==> config.mk <==
export PLATFORM = sky130hd
export DESIGN_NAME = sorted_priority_queue
export DESIGN_NICKNAME = d
export VERILOG_FILES = /design/src/hw/rtl/spq_pkg.sv /design/src/hw/rtl/spq_cell.sv /design/src/hw/rtl/sorted_priority_queue.sv
export SDC_FILE = /design/constraint.sdc
export NUM_CORES = 2
export LEC_CHECK = 0
export BUFFER_PORTS_ARGS = -buffer_cell sky130_fd_sc_hd__buf_2
export CAP_MARGIN = 20
export CORE_MARGIN = 2
export CORE_UTILIZATION = 57
export DETAILED_ROUTE_END_ITERATION = 7
export PLACE_DENSITY = 0.85
export RECOVER_POWER = 50
export SLEW_MARGIN = 10
export SYNTH_ARGS = -nofsm -noshare
export SYNTH_HDL_FRONTEND = slang
export SYNTH_SLANG_ARGS = --single-unit
==> constraint.sdc <==
create_clock -name clk -period 5.6 [get_ports clk]
set_input_delay 0.28 -clock clk [delete_from_list [all_inputs] [get_ports clk]]
set_output_delay 0.28 -clock clk [all_outputs]
set_load 0.05 [all_outputs]
==> src/hw/rtl/spq_pkg.sv <==
// Shared types and codes for the sorted priority queue.
`timescale 1ns / 1ps

package spq_pkg;

    // Operation carried in the input tuser field.
    localparam logic OP_PUSH = 1'b0;
    localparam logic OP_POP  = 1'b1;

    // Result status codes.
    localparam logic [1:0] STATUS_OK    = 2'd0;
    localparam logic [1:0] STATUS_EMPTY = 2'd1;
    localparam logic [1:0] STATUS_FULL  = 2'd2;

    // Control that the top level hands to every cell.
    typedef struct packed {
        logic push;      // insert the new entry this cycle
        logic pop;       // remove the front entry this cycle
        logic front;     // this cell is the front of the queue
        logic occupied;  // this cell holds a live entry
    } cell_ctl_t;

endpackage

==> src/hw/rtl/spq_cell.sv <==
// One storage cell of the sorted priority queue chain.
`timescale 1ns / 1ps

module spq_cell
    import spq_pkg::*;
#(
    parameter int PAYLOAD_WIDTH = 32,
    parameter int PRIO_WIDTH    = 16
)
(
    input  logic                         clk,
    input  cell_ctl_t                    ctl,
    input  logic [PAYLOAD_WIDTH-1:0]     new_payload,
    input  logic signed [PRIO_WIDTH-1:0] new_prio,
    input  logic                         left_ge,
    input  logic [PAYLOAD_WIDTH-1:0]     left_payload,
    input  logic signed [PRIO_WIDTH-1:0] left_prio,
    input  logic [PAYLOAD_WIDTH-1:0]     right_payload,
    input  logic signed [PRIO_WIDTH-1:0] right_prio,
    output logic                         ge,
    output logic [PAYLOAD_WIDTH-1:0]     payload,
    output logic signed [PRIO_WIDTH-1:0] prio
);

    logic [PAYLOAD_WIDTH-1:0]     payload_reg;
    logic [PAYLOAD_WIDTH-1:0]     payload_next;
    logic signed [PRIO_WIDTH-1:0] prio_reg;
    logic signed [PRIO_WIDTH-1:0] prio_next;

    // The new entry belongs at or before this cell. The front cell lets an
    // equal priority pass behind it; later cells stop at an equal one.
    assign ge = !ctl.occupied || (ctl.front ? (prio_reg > new_prio) : (prio_reg >= new_prio));

    always_comb
    begin
        payload_next = payload_reg;
        prio_next    = prio_reg;
        if (ctl.push)
        begin
            if (left_ge)
            begin
                payload_next = left_payload;
                prio_next    = left_prio;
            end
            else if (ge)
            begin
                payload_next = new_payload;
                prio_next    = new_prio;
            end
        end
        else if (ctl.pop)
        begin
            payload_next = right_payload;
            prio_next    = right_prio;
        end
    end

    always_ff @(posedge clk)
    begin
        payload_reg <= payload_next;
        prio_reg    <= prio_next;
    end

    assign payload = payload_reg;
    assign prio    = prio_reg;

endmodule

==> src/hw/rtl/sorted_priority_queue.sv <==
// Top level of the sorted priority queue: a row of shifting cells plus control.
`timescale 1ns / 1ps
// A result beat is registered and appears in the cycle after its input beat is accepted.
// One push or pop per cycle while the receiver keeps the output drained; the cell row shifts as a whole.
// The input is taken whenever the output register is empty or being drained.
// Reset clears the entry count and the output valid flag; cell contents are not
// cleared, since only entries below the count are ever read.

module sorted_priority_queue
    import spq_pkg::*;
#(
    parameter int DEPTH         = 16,
    parameter int PAYLOAD_WIDTH = 32,
    parameter int PRIO_WIDTH    = 16
)
(
    input  logic clk,
    input  logic rst_n,
    input  logic s_tvalid,
    output logic s_tready,
    // payload, prio (from bit 0 up), zero padded to whole bytes
    input  logic [((PAYLOAD_WIDTH+PRIO_WIDTH+7)/8)*8-1:0] s_tdata,
    // op
    input  logic s_tuser,
    output logic m_tvalid,
    input  logic m_tready,
    // out_payload, out_prio, status, fill (from bit 0 up), zero padded to whole bytes
    output logic [((PAYLOAD_WIDTH+PRIO_WIDTH+2+$clog2(DEPTH+1)+7)/8)*8-1:0] m_tdata
);

    localparam int CNT_WIDTH = $clog2(DEPTH + 1);
    localparam int OUT_WIDTH = ((PAYLOAD_WIDTH + PRIO_WIDTH + 2 + CNT_WIDTH + 7) / 8) * 8;

    // Input unpacking.
    logic [PAYLOAD_WIDTH-1:0]     in_payload;
    logic signed [PRIO_WIDTH-1:0] in_prio;

    assign in_payload = s_tdata[PAYLOAD_WIDTH-1:0];
    assign in_prio    = s_tdata[PAYLOAD_WIDTH +: PRIO_WIDTH];

    // Control state.
    logic [CNT_WIDTH-1:0] count_reg;
    logic [CNT_WIDTH-1:0] count_next;
    logic                 m_tvalid_reg;
    logic                 m_tvalid_next;

    // Output register; the payload part needs no reset.
    logic [PAYLOAD_WIDTH-1:0]     out_payload_reg;
    logic [PAYLOAD_WIDTH-1:0]     out_payload_next;
    logic signed [PRIO_WIDTH-1:0] out_prio_reg;
    logic signed [PRIO_WIDTH-1:0] out_prio_next;
    logic [1:0]                   status_reg;
    logic [1:0]                   status_next;
    logic [CNT_WIDTH-1:0]         fill_reg;

    logic accept;
    logic is_pop;
    logic empty;
    logic full;
    logic do_push;
    logic do_pop;

    // The skid is the output register itself: a new beat enters as the old one leaves.
    assign s_tready = !m_tvalid_reg || m_tready;
    assign accept   = s_tvalid && s_tready;
    assign is_pop   = (s_tuser == OP_POP);
    assign empty    = (count_reg == '0);
    assign full     = (count_reg == CNT_WIDTH'(DEPTH));
    assign do_push  = accept && !is_pop && !full;
    assign do_pop   = accept && is_pop && !empty;

    // Cell row. Each cell reports whether the new entry sorts at or before it;
    // the first cell that says so takes the new entry, the ones after it shift up.
    logic                         ge       [DEPTH];
    logic [PAYLOAD_WIDTH-1:0]     cell_pay [DEPTH];
    logic signed [PRIO_WIDTH-1:0] cell_pri [DEPTH];

    genvar i;
    generate
        for (i = 0; i < DEPTH; i++)
        begin : g_cell
            cell_ctl_t ctl;

            assign ctl.push     = do_push;
            assign ctl.pop      = do_pop;
            assign ctl.front    = (i == 0);
            assign ctl.occupied = (count_reg > CNT_WIDTH'(i));

            spq_cell #(
                .PAYLOAD_WIDTH (PAYLOAD_WIDTH),
                .PRIO_WIDTH    (PRIO_WIDTH)
            ) u_cell (
                .clk           (clk),
                .ctl           (ctl),
                .new_payload   (in_payload),
                .new_prio      (in_prio),
                .left_ge       ((i == 0) ? 1'b0 : ge[(i == 0) ? 0 : i - 1]),
                .left_payload  (cell_pay[(i == 0) ? 0 : i - 1]),
                .left_prio     (cell_pri[(i == 0) ? 0 : i - 1]),
                .right_payload (cell_pay[(i == DEPTH - 1) ? i : i + 1]),
                .right_prio    (cell_pri[(i == DEPTH - 1) ? i : i + 1]),
                .ge            (ge[i]),
                .payload       (cell_pay[i]),
                .prio          (cell_pri[i])
            );
        end
    endgenerate

    // Result of the accepted beat and the new count.
    always_comb
    begin
        count_next       = count_reg;
        out_payload_next = '0;
        out_prio_next    = '0;
        status_next      = STATUS_OK;
        if (accept)
        begin
            if (is_pop)
            begin
                if (empty)
                begin
                    status_next = STATUS_EMPTY;
                end
                else
                begin
                    out_payload_next = cell_pay[0];
                    out_prio_next    = cell_pri[0];
                    count_next       = count_reg - 1'b1;
                end
            end
            else
            begin
                if (full)
                begin
                    status_next = STATUS_FULL;
                end
                else
                begin
                    count_next = count_reg + 1'b1;
                end
            end
        end
    end

    assign m_tvalid_next = accept || (m_tvalid_reg && !m_tready);

    always_ff @(posedge clk or negedge rst_n)
    begin
        if (!rst_n)
        begin
            count_reg    <= '0;
            m_tvalid_reg <= 1'b0;
        end
        else
        begin
            count_reg    <= count_next;
            m_tvalid_reg <= m_tvalid_next;
        end
    end

    always_ff @(posedge clk)
    begin
        if (accept)
        begin
            out_payload_reg <= out_payload_next;
            out_prio_reg    <= out_prio_next;
            status_reg      <= status_next;
            fill_reg        <= count_next;
        end
    end

    assign m_tvalid = m_tvalid_reg;
    assign m_tdata  = OUT_WIDTH'({fill_reg, status_reg, out_prio_reg, out_payload_reg});

`ifndef NO_ASSERTIONS
    // The entry count never runs past the number of cells.
    a_count_bound : assert property (@(posedge clk) disable iff (!rst_n)
        count_reg <= CNT_WIDTH'(DEPTH))
        else $error("entry count exceeds depth");

    // A push into a queue with room grows the count by exactly one.
    a_push_grows : assert property (@(posedge clk) disable iff (!rst_n)
        do_push |=> count_reg == $past(count_reg) + 1'b1)
        else $error("push did not grow the count");

    // A pop from a non-empty queue returns the old front entry.
    a_pop_front : assert property (@(posedge clk) disable iff (!rst_n)
        do_pop |=> m_tvalid_reg && (out_prio_reg == $past(cell_pri[0]))
                   && (out_payload_reg == $past(cell_pay[0])))
        else $error("pop did not return the front entry");

    // The live entries stay in non-decreasing priority order.
    generate
        for (i = 0; i < DEPTH - 1; i++)
        begin : g_sorted
            a_sorted : assert property (@(posedge clk) disable iff (!rst_n)
                (count_reg > CNT_WIDTH'(i + 1)) |-> (cell_pri[i] <= cell_pri[i + 1]))
                else $error("queue entries out of order");
        end
    endgenerate
`endif

endmodule

# [After elaboration in Yosys (flattened, before gate mapping)]
# Cells that the tools add are included.
[classes] addsub=2 magnitude_cmp=32 eq_ne=16 muxes=129 n_bitwise=1 n_reduce_logical=65
[ops] cell="two-way mux 32 bit" n=61
[ops] cell="two-way mux 16 bit" n=61
[ops] cell=">= comparator 16 bit" n=15
[ops] cell="inequality test 3 x 1 -> 1 bit (second input constant)" n=14
[ops] cell="> comparator 5 x 4 -> 1 bit (second input constant)" n=8
[ops] cell="AND reduction 2 bit" n=16
[ops] cell="logical NOT 1 bit" n=21
[ops] cell="> comparator 5 x 3 -> 1 bit (second input constant)" n=4
[ops] cell="two-way mux 5 bit" n=4
[ops] cell="logical OR 1 bit" n=18
[ops] cell="> comparator 16 bit" n=1
[ops] cell="> comparator 5 x 1 -> 1 bit (second input constant)" n=2
[ops] cell="> comparator 5 x 2 -> 1 bit (second input constant)" n=2
[ops] cell="logical AND 1 bit" n=6
[ops] cell="adder 5 x 1 -> 5 bit (second input constant)" n=1
[ops] cell="== test 5 bit (second input constant)" n=1
[ops] cell="logical NOT 5 bit" n=1
[ops] cell="subtractor 5 x 1 -> 5 bit (second input constant)" n=1
[ops] cell="two-way mux 2 bit" n=2
[ops] cell="nonzero test 2 bit" n=2
[ops] cell="inequality test 2 x 1 -> 1 bit (second input constant)" n=1
[ops] cell="OR reduction 2 bit" n=1
[ops] cell="two-way mux 1 bit" n=1
[ops] cell="inverter 1 bit" n=1
[totals] regBits=829 input_bits=53 output_inout_bits=58 elab_cells=283

# [Longest topological paths before layout]
[depth] ltp_word=7 ltp_mapped=12 ltp_nobuf=9

# [Cells and area by module]
# From an unflattened synthesis, not the netlist that was laid out.
[unflattened] cells_unflattened=4621 area_unflattened_um2=49155.9
[modules_own_cells] module="spq_cell (g_cell[0].u_cell ...)" instances=9 cells_each=278 area_each_um2=2891.5 seq_area_each_um2=1441.4
[modules_own_cells] module="spq_cell (g_cell[4].u_cell ...)" instances=6 cells_each=274 area_each_um2=2934.1 seq_area_each_um2=1441.4
[modules_own_cells] module="spq_cell (g_cell[11].u_cell)" instances=1 cells_each=273 area_each_um2=2882.8 seq_area_each_um2=1441.4
[modules_own_cells] module="sorted_priority_queue" instances=1 cells_each=202 area_each_um2=2645.0 seq_area_each_um2=1801.7

# [Worst setup path before layout]
# Ideal clock, no wire load.
[synth_path] path_type="flip-flop to flip-flop" from="register m_tvalid_reg, in the netlist m_tvalid" to="register g_cell[0].u_cell.payload_reg[0], enable pin" setup_ns=0.469 arrival_time_ns=5.613 required_ns=5.131 slack_ns=-0.482 stages_incl_launch_ff=7 cell_sequence="dfrtp_1 nand2b_1 nand2_1 inv_1 o21ai_1 clkbuf_1 a21oi_1"
[synth_between] elab_chain_len=7
[synth_rtl] element="start: declaration" line_no="sorted_priority_queue.sv:44" source="logic m_tvalid_reg;"
[synth_rtl] element="start signal: assignment" line_no="sorted_priority_queue.sv:157" source="m_tvalid_reg <= m_tvalid_next;"
[synth_rtl] element="logical NOT 1 bit (*)" line_no="sorted_priority_queue.sv:64" source="assign s_tready = !m_tvalid_reg || m_tready;"
[synth_rtl] element="logical OR 1 bit (*)" line_no="sorted_priority_queue.sv:64"
[synth_rtl] element="via s_tready" line_no="sorted_priority_queue.sv:20" source="output logic s_tready,"
[synth_rtl] element="logical AND 1 bit (*)" line_no="sorted_priority_queue.sv:65" source="assign accept = s_tvalid && s_tready;"
[synth_rtl] element="via accept" line_no="sorted_priority_queue.sv:56" source="logic accept;"
[synth_rtl] element="logical AND 1 bit (on tied branches) (2 in series)" line_no="sorted_priority_queue.sv:69, sorted_priority_queue.sv:70"
[synth_rtl] element="inequality test 2 x 1 -> 1 bit (no source line) or nonzero test 2 bit (tied branches)"
[synth_rtl] element="AND reduction 2 bit (no source line) (*)"
[synth_rtl] element="end signal: assignment" line_no="spq_cell.sv:60" source="payload_reg <= payload_next;"
[synth_rtl] element="end: declaration" line_no="spq_cell.sv:25" source="logic [PAYLOAD_WIDTH-1:0] payload_reg;"
# Mark *: on every way through the listed nets, which the timed path passes. The rest lies on a longest branch.
# A chain may end at the register's enable or synchronous reset.

# [Worst setup path in the final report]
[layout_path] from="register g_cell[12].u_cell.prio_reg[9]" to="register g_cell[13].u_cell.prio_reg[4] (data pin)"
[layout_between] elab_chain_len=4
[layout_rtl] element="start: declaration" line_no="spq_cell.sv:27" source="logic signed [PRIO_WIDTH-1:0] prio_reg;"
[layout_rtl] element="start signal: assignment" line_no="spq_cell.sv:61" source="prio_reg <= prio_next;"
[layout_rtl] element=">= comparator 16 bit" line_no="spq_cell.sv:32" source="assign ge = !ctl.occupied || (ctl.front ? (prio_reg > new_prio) : (prio_reg >= new_prio));"
[layout_rtl] element="logical OR 1 bit" line_no="spq_cell.sv:32"
[layout_rtl] element="two-way mux 16 bit" line_no="spq_cell.sv:40" source="if (left_ge)"
[layout_rtl] element="two-way mux 16 bit" line_no="spq_cell.sv:38" source="if (ctl.push)"
[layout_rtl] element="via g_cell[13].u_cell.prio_next[4]" line_no="spq_cell.sv:28" source="logic signed [PRIO_WIDTH-1:0] prio_next;"
[layout_rtl] element="end signal: assignment" line_no="spq_cell.sv:61"
[layout_rtl] element="end: declaration" line_no="spq_cell.sv:27"
# The timed path passes the listed nets, and every way through them passes these cells.

==> out/results.tsv <==
stage	metric	value	unit
logic_synthesis	async_flop_share	0.00724	
logic_synthesis	syn_area_per_cell	10.7	sq um
logic_synthesis	synth_seq_cells	829	
logic_synthesis	ys.flop_type	edfxtp_1	
clock_tree	ctsResizeCount	0	
die	die_w	288	um
global_routing	grt_start_max_net_pins	263	
worst_setup_path	crit_type	reg -> reg	
route	via_per_inst	6.95	
worst_setup_path	critPathLaunch	g_cell[12].u_cell.prio[9]$_DFFE_PP_	
route	antenna_left	0	
logic_synthesis	seq_area_frac_synth	0.542	
die	pin_count	111	
power_and_ir_drop	ir_drop	0.329	mV
route	wl_per_cell	26.8	um
clock_tree	cts_made_buffers	84	
outcome	failed_checks	capacitance limit, slew limit	
power_and_ir_drop	leakage	18.6	nW
clock_tree	path_clk_slew	0.06	ns
route	drt_iter0_markers	5486	
worst_setup_path	path_delay_family	buffers and inverters	
cells_and_area	final_cells	5310	
worst_setup_path	end_kind	flop	
clock_tree	root_buffer	clkbuf_16	
cells_and_area	layout.nets	4493	
sta	worstMarginPinSlew	3.61	ns
global_routing	grt_usage	0.336	
outcome	status	complete, but fails checks	
global_routing	grt_pass1_vias	35700	
logic_synthesis	yosysMostFrequentCell	edfxtp_1	
power_and_ir_drop	pwr-share-seq	0.416	
sta	slew_violations	990	
worst_setup_path	path_buf_inv	1	
placed_design	hpwl	86300	um
worst_setup_path	crit_fanout	40	
die	initial_core_util	0.572	
clock_tree	htree_levels	3	
route	wl_met1	51000	um
die	die_y	288	um
worst_setup_path	worst-endpoint-arrival	5.58	ns
cells_and_area	area_growth	8.46	%
route	post-route-drc-count	0	
route	routed-wl-met2	63600	um
die	row_count	104	
power_and_ir_drop	switching_share	0.367	
sta	slew_headroom	-1.41	
sta	hold_viol_final	0	
route	wl	142000	um
clock_tree	cts_sinks	829	
clock_tree	cts_hold_buffers	5	
sta	timing.fmax	194	MHz
worst_setup_path	endpoint	g_cell[13].u_cell.prio[4]$_DFFE_PP_	
cells_and_area	drive_above_1_share	0.0674	
logic_synthesis	yosysUniqueCellTypes	66	
global_routing	antenna_found_initial	8	
logic_synthesis	syn-cell-area	0.0459	sq mm
power_and_ir_drop	p_clk_frac	0.270	
worst_setup_path	path_depth	9	
worst_setup_path	max_stage_delay	1.70	ns
cells_and_area	fin_util	0.621	
clock_tree	insertion_delay	0.67	ns
logic_synthesis	synthTopCellsByArea	edfxtp_1 (54%), ha_1 (7.1%), nand2_1 (6.5%), mux2i_1 (6.5%), o211ai_1 (5.6%)	
power_and_ir_drop	p_int	0.0134	W
worst_setup_path	timing.rr.start	g_cell[12].u_cell.prio[9]$_DFFE_PP_	
power_and_ir_drop	power_density	425	mW/mm^2
placed_design	dp_cells	5148	
die	dieArea	0.0828	sq mm
worst_hold_path	hold_class	in -> reg	
sta	timing.setup.tns	0	ns
logic_synthesis	syn_nets	4589	
logic_synthesis	ys_warn_count	0	
sta	holdWs	0.0806	ns
clock_tree	cts_tree	done	
logic_synthesis	synth_edf_count	823	
worst_setup_path	cp.required	6.04	ns
worst_setup_path	r2r-end	g_cell[13].u_cell.prio[4]$_DFFE_PP_	
placed_design	post-place-ws	0.723	ns
sta	fin_ws	0.456	ns
logic_synthesis	postSynthCellCount	4275	
die	core_area	0.0802	sq mm
cells_and_area	fill_cells	6160	
sta	fin_skew	0.0474	ns
power_and_ir_drop	switching_power	0.00777	W
power_and_ir_drop	comb_power_share	0.314	
sta	finalCritPeriodShare	0.919	
sta	setup_viol	0	
clock_tree	post_cts_buffers	0	
worst_setup_path	cp-start-kind	flop	
cells_and_area	largest_register_ffs	512	
flow_run	maxCapViolCount	18	
worst_setup_path	reg2reg_depth	9	
placed_design	io_buffers	109	
worst_setup_path	slowest_stage	clkbuf_1	
route	via_count	36900	
logic_synthesis	synth_top_cells_by_count	edfxtp_1 (823), nand2_1 (795), nand3_1 (365)	
worst_setup_path	critical_path.cell_chain	ha_1, nand4_1, nor4_1, a21bo_1, nand4_1, mux2i_1, clkbuf_1, nand3_1, o211ai_1	
route	top_layer	met4	
global_routing	overflow	0	
placed_design	place_congestion	1.02	
worst_setup_path	crit_top_cell	nand4_1	
sta	fin_crit	5.14	ns
worst_setup_path	worst-r2r-setup-slack	0.46	ns
route	dr.pass1.iters	6	
route	route.met3.wl	17400	um
logic_synthesis	netlist.area_leader.share	0.539	
logic_synthesis	yosysTopAreaCell	edfxtp_1	
clock_tree	cts_max_path_buffers	3	
sta	rsz0062_at_grt	no	
global_routing	grt_pass1_wl	212000	um
layer usage:
layer / up-vias / global-route usage
met4: 0 / 0.221
li1: 16000 / -
met5: - / 0
met1: 17600 / 0.435
met3: 573 / 0.0698
met2: 2799 / 0.516
how the worst min path moves through the flow:
stage / start / endpoint / slack [ns] / depth (start not counted)
after floorplan: rst_n / count_reg[0]$_DFF_PN0_ / -0.02 / 0
after global placement: rst_n / m_tvalid$_DFF_PN0_ / 0.11 / 1
after detailed placement: rst_n / m_tvalid$_DFF_PN0_ / 0.11 / 1
after CTS: s_tdata[28] / g_cell[15].u_cell.payload[28]$_DFFE_PP_ / 0.07 / 2
after global routing: s_tdata[9] / g_cell[15].u_cell.payload[9]$_DFFE_PP_ / 0.09 / 2
final: s_tdata[9] / g_cell[15].u_cell.payload[9]$_DFFE_PP_ / 0.08 / 2
area by class of cell:
| type | instances | area, sq um | area share |
|---|---|---|---|
| clock buffers | 102 | 2190 | 0.0440 |
| well taps | 1060 | 1330 | 0.0267 |
| inverters | 39 | 146 | 0.00294 |
| flip-flops and latches | 829 | 24900 | 0.500 |
| diodes | 6 | 15.0 | 0.000302 |
| repair buffers | 176 | 1080 | 0.0218 |
| multi-input cells | 3049 | 19600 | 0.394 |
| clock inverters | 49 | 526 | 0.0106 |
cells by family (layout without fill, tap and decap cells):
family / count (synthesis) / count (layout) / synth area share
AND/OR/NAND/NOR: 1437 / 1437 / 0.139
AO/OA/AOI/OAI: 1001 / 1001 / 0.136
flip-flops: 829 / 829 / 0.542
buffers and inverters: 397 / 366 / 0.0346
multiplexers: 347 / 347 / 0.0771
adder cells (fa/ha/maj): 261 / 261 / 0.0712
XOR/XNOR: 2 / 2 / 0.000382
other: 1 / 7 / 0.0000817
cell usage in the layout, fill, tap and decap left out, types with 5 or more instances in the layout:
cell / count
nand2_1: 794
ha_1: 261
dlygate4sd3_1: 5
clkinv_1: 14
nor4_1: 16
clkbuf_2: 18
o211ai_1: 343
buf_12: 13
a2111oi_0: 7
mux2_2: 36
o221ai_1: 7
mux2i_1: 292
nand2b_1: 5
clkbuf_1: 81
nand3_1: 365
o31ai_1: 7
buf_4: 23
diode_2: 6
inv_1: 39
and4_1: 9
bufinv_16: 8
buf_2: 51
clkinv_2: 16
a21oi_1: 144
mux2_1: 14
nor2b_1: 16
nand4_1: 46
o21ai_0: 345
o21a_1: 10
nor2_1: 85
mux2i_4: 5
o21ai_1: 16
clkbuf_16: 85
and3_1: 49
edfxtp_1: 823
a21o_1: 21
a31oi_1: 61
nor3b_1: 6
nor3_1: 17
dfrtp_1: 6
power groups by stage:
stage | combinational, W | sequential [W] | clock (W)
final | 0.00665 | 0.00879 | 0.00571
after CTS | 0.00650 | 0.00874 | 0.00572
after global placement | 0.00623 | 0.00884 | 0
after floorplan | 0.00435 | 0.00875 | 0
after detailed placement | 0.00644 | 0.00885 | 0
after global routing | 0.00697 | 0.00886 | 0.00593
stage by stage:
stage | power, W | cell area, sq um
after floorplan | 0.0131 | 45900
after global placement | 0.0151 | 47300
after detailed placement | 0.0153 | 47300
after CTS | 0.0210 | 50100
after global routing | 0.0218 | 49800
final | 0.0212 | 49800
Power figures use the tool's default switching activity.
